### src/hw/rtl/dcp_sqrt.sv
`timescale 1ns / 1ps
// Pipelined integer square root, one root bit per register stage.
// No dependencies; the stages advance only while i_en is high.
module dcp_sqrt #(
    parameter int IN_W = 66
) (
    input  logic              i_clk,
    input  logic              i_en,
    input  logic [IN_W-1:0]   i_rad,
    output logic [IN_W/2-1:0] o_root
);

    localparam int RB = IN_W / 2;
    localparam int RW = RB + 2;

    logic [RW-1:0]   r_rem  [RB];
    logic [RB-1:0]   r_root [RB];
    logic [IN_W-1:0] r_rad  [RB];

    for (genvar k = 0; k < RB; k++) begin : g_step
        logic [RW-1:0]   rem_prev;
        logic [RB-1:0]   root_prev;
        logic [IN_W-1:0] rad_prev;
        logic [RW-1:0]   rem_ext;
        logic [RW-1:0]   trial;
        logic            take;

        if (k == 0) begin : g_first
            assign rem_prev  = '0;
            assign root_prev = '0;
            assign rad_prev  = i_rad;
        end else begin : g_next
            assign rem_prev  = r_rem[k-1];
            assign root_prev = r_root[k-1];
            assign rad_prev  = r_rad[k-1];
        end

        // bring down the next two radicand bits, try root*4+1
        assign rem_ext = {rem_prev[RW-3:0], rad_prev[IN_W-1 -: 2]};
        assign trial   = {root_prev, 2'b01};
        assign take    = (rem_ext >= trial);

        always_ff @(posedge i_clk) begin
            if (i_en) begin
                r_rem[k]  <= take ? (rem_ext - trial) : rem_ext;
                r_root[k] <= {root_prev[RB-2:0], take};
                r_rad[k]  <= rad_prev << 2;
            end
        end
    end

    assign o_root = r_root[RB-1];

endmodule

### config.mk
export PLATFORM = sky130hd
export DESIGN_NAME = dcp_sqrt
export DESIGN_NICKNAME = d
export VERILOG_FILES = /design/src/hw/rtl/dcp_sqrt.sv
export SDC_FILE = /design/constraint.sdc
export NUM_CORES = 2
export LEC_CHECK = 0
export ABC_CLOCK_PERIOD_IN_PS = 4300
export BUFFER_PORTS_ARGS = -buffer_cell sky130_fd_sc_hd__buf_2
export CAP_MARGIN = 20
export CORE_MARGIN = 2
export CORE_UTILIZATION = 35
export DETAILED_ROUTE_END_ITERATION = 8
export SLEW_MARGIN = 20
export SYNTH_ARGS = -nofsm -noshare
export SYNTH_HDL_FRONTEND = slang
export SYNTH_MEMORY_MAX_BITS = 65536
export SYNTH_SLANG_ARGS = --single-unit
export TNS_END_PERCENT = 10
### constraint.sdc
create_clock -name i_clk -period 4.3 [get_ports i_clk]
set_input_delay 0.215 -clock i_clk [delete_from_list [all_inputs] [get_ports i_clk]]
set_output_delay 0.215 -clock i_clk [all_outputs]
set_load 0.05 [all_outputs]
After elaboration in Yosys (flattened, before gate mapping)
Memory sizes are Yosys's and may differ from the RTL's.
Index checks and enable logic that the tools add are counted.
- output and inout bits: 33
- register bits: 0
- bits in writable memories: 4356
- latch bits: 0
- bits in read-only memories: 0
- memories kept: 3
- div/mod/pow operators: 0
- bitwise operators: 0
- order comparisons: 33
- muxes and demuxes: 35
- shift-type cells: 0
- eq/ne operators: 0
- multiply operators: 0
- reductions and logical operators: 0
- add/sub/neg operators: 33
- memory list (name ; depth ; bits a word ; read ports ; clocked after memory_dff ; write ports ; RTL line ; source):
    r_rad ; 33 ; 64 ; 32 ; 0 ; 33 ; 18 ; logic [IN_W-1:0] r_rad [RB];
    r_rem ; 33 ; 35 ; 32 ; 0 ; 33 ; 16 ; logic [RW-1:0] r_rem [RB];
    r_root ; 33 ; 33 ; 33 ; 0 ; 33 ; 17 ; logic [RB-1:0] r_root [RB];
- operators with widths (operator ; count):
    35-bit 2-to-1 mux ; 33
    35-bit >= comparator ; 32
    35-bit subtractor ; 32
    2-bit by 1-bit subtractor with 3-bit output (second input constant) ; 1
    2-bit by 1-bit >= comparator with 1-bit output (second input constant) ; 1
    1-bit 2-to-1 mux ; 2

Logic depth before layout (Yosys ltp)
An unclocked memory read counts as a cell.
- word-level depth: 3
- depth in mapped cells: 15
- gate-level depth less buffers: 13

Worst setup path after synthesis
OpenSTA, ideal clock, no wires.
- kind: register to register
- from: mem r_rem[0][808] in the netlist's numbering
- to: mem r_rem[0][845] in the netlist's numbering, data pin
- data arrival time: 3.136 ns
- setup time: 0.260 ns
- stages on the path, launching flop included: 13
- setup slack: 0.904 ns
- cell sequence: edfxtp_1 ha_1 a21o_1 a21o_1 o211ai_2 nand3_1 o31a_1 a221o_1 a41o_1 or3b_1 buf_2 buf_6 mux2_4
- RTL lines (what ; RTL line):
    start, declared ; 16

==> impl_metrics.yaml <==
clock_network:
  cts_buffers: 298
  post_cts_buffers: 0
  clk_path_buf_depth: 4
  cts_tree: "yes"
  htreeDepth: 5
  ctsResizeCount: 0
  clkSinkCount: 2624
  root_buffer: "clkbuf_16"
  clk_pin_slew_ns: 0.06
  clock_latency_ns: 0.90
  cts_hold_buffers: 132
layout:
  seqCellArea_mm2: 0.0788
  fin_util_pct: 40.2
  final_cell_mix: "edfxtp_1 (2624), inv_1 (750), a21oi_1 (623), ha_1 (595), nor2_1 (590)"
  finish.instance_area_mm2: 0.140
  multi_input_area_mm2: 0.0400
  area_delta_synth_final_pct: 14.5
  nets: 10547
  instances_no_fill: 14724
  layout_commonest_cell: "edfxtp_1"
  layout-drive-gt1-share_pct: 8.50
  n_fill_cell: 32324
synthesis:
  synth_edf_count: 2624
  synth_cells: 9424
  syn_nets: 10087
  netlist_area_mm2: 0.122
  ys_ff_latch: 2624
  ys.flop_type: "edfxtp_1"
  ys_types: 108
  seq_area_frac_synth_pct: 64.4
  ys_warn_count: 0
  async_reset_ff_share_pct: 0
  syn-mean-instance-area_um2: 13.0
timing:
  final.setup.tns_ns: 0
  max_freq_ghz: 0.251
  rsz0062_at_grt: "false"
  slew_headroom_pct: 28.4
  slew_viol_final: 0
  period_needed_ns: 3.99
  fin_hold_ws_ns: 0.133
  setup_violations: 0
  fin_worst_skew_ns: 0.0834
  tightest_slew_ns: 1.07
  finalHoldViolCount: 0
  fin_ws_ns: 0.312
  fin_crit_sh_pct: 92.7
route:
  drtAntennaViolNets: 0
  wirelength_mm: 256
  drt_iter0_markers: 5288
  drc: 0
  dr.pass1.iters: 6
  num_vias: 73740
  drt-vias-per-instance: 5.01
  wl_per_cell_um: 17.4
global_routing:
  grt_pass1_wl_mm: 406
  antenna_found_initial: 4
  grt_max_degree: 129
  grt_pass1_vias: 74159
  grt_overflow: 0
  gr-usage-all-layers_pct: 14.1
critical_path:
  cp-start-kind: "register"
  crit_slowest_cell: "a2111oi_2"
  crit_fanout: 18
  reg2reg_from: "r_rem[0][911]"
  path_cells: "ha_1, o21ai_1, a22oi_1, a2111oi_2, o31ai_1, a221o_1, a221o_1, a21boi_2, o41a_2, inv_2, mux2_4"
  critPathKind: "register to register"
  crit_start: "r_rem[0][911]"
  cp.required_ns: 4.87
  end_kind: "register"
  cp_slowest_stage_delay_ns: 0.46
  cpMostUsedCell: "a221o_1"
  cp.arrival_ns: 4.56
place:
  numPortBuffers: 100
  dp_hpwl_mm: 183
  placed_cell_area_mm2: 0.129
  dp.cells: 14051
  gp_congestion: 0.918
  preCtsSetupSlack_ns: 0.309
worst_hold_path:
  hp-start: "i_rad[64]"
  hold_class: "primary input to register"
pwr:
  p_total_mw: 76.1
  power.leakage_nw: 53.3
  p_per_area_mw_per_mm2: 543
  vdd_ir_drop_max_mv: 0.479
floorplanning:
  die_area_mm2: 0.354
  fp.coreArea_mm2: 0.349
  die_w_um: 595
  start_util_pct: 35.1
  die_h_um: 595
  fp-row-count: 217
  io_pins: 101
job:
  maxCapViolCount: 0
status:
  status: "completed"
==> area by class of cell <==
type | instances | area share, %
clock inverter | 186 | 1.37
antenna | 1 | 0.00179
multi-input combinational | 5851 | 28.5
tap | 4599 | 4.11
sequential | 2624 | 56.2
clock buffer | 354 | 5.53
timing repair buffer | 356 | 2.22
inverter | 753 | 2.02
==> report_power, final <==
group	internal [mW]	leakage, nW	total, mW	switching [mW]
clock	14.6	4.69	25.0	10.4
sequential	32.5	25.3	34.8	2.33
combinational	6.98	23.3	16.2	9.27
total	54.1	53.3	76.1	22.0
==> flip-flops by register name, indices dropped and copies added (netlist names) <==
name	flops
r_rem	1007
r_root	561
r_rad	1056
==> critical path: cells and delay by family (launching register included) <==
family	cells	cell delay, ns
fa+ha+maj	1	0.36
flops	1	0.39
buf+inv	1	0.17
mux	1	0.32
compound gates	8	2.50
==> path summary, 6_finish.rpt <==
check,end,slack (ns),cells past startpoint
worst max-delay path,r_rem[0][966],0.31,11
worst min-delay path,r_rem[0][0],0.13,3
worst max register to register,r_rem[0][966],0.31,11
worst min register to register,r_rad[0][1404],0.35,0
==> per-layer routing <==
metal / global-route usage, % / routed length (um) / part of all wire, %
met1: 17.8 / 110000 / 43
met2: 24.7 / 126000 / 49
met3: 1.92 / 10400 / 4.1
met4: 5.08 / 9000 / 3.5
met5: 0 / 0 / 0
==> logic make-up (layout without fill, tap and decap cells) <==
kind of cell,Yosys count,after routing,share of synthesized area [%]
buf+inv,949,1649,3.00
flops,2624,2624,64.4
other cells,1,2,0.00307
mux,117,117,1.09
xor+xnor,815,815,5.83
simple gates,2367,2367,9.61
fa+ha+maj,595,595,6.09
compound gates,1956,1956,9.96
==> cell usage after synthesis, drive strengths merged, types with 61 or more instances <==
cell type | instances | area [um^2]
nand2b | 119 | 744
or3 | 103 | 667
nand3 | 184 | 936
a21oi | 626 | 3140
clkbuf | 138 | 522
xnor2 | 422 | 3700
o21ai | 489 | 2450
nor4 | 106 | 676
edfxtp | 2624 | 78800
inv | 752 | 2820
nand4 | 106 | 663
xor2 | 393 | 3440
nor2b | 86 | 546
nand2 | 571 | 2150
a31oi | 61 | 382
nor2 | 591 | 2220
o21a | 107 | 803
a21o | 278 | 2090
nor3 | 226 | 1150
ha | 595 | 7440
mux2 | 109 | 1260
Power figures use the tool's default switching activity.
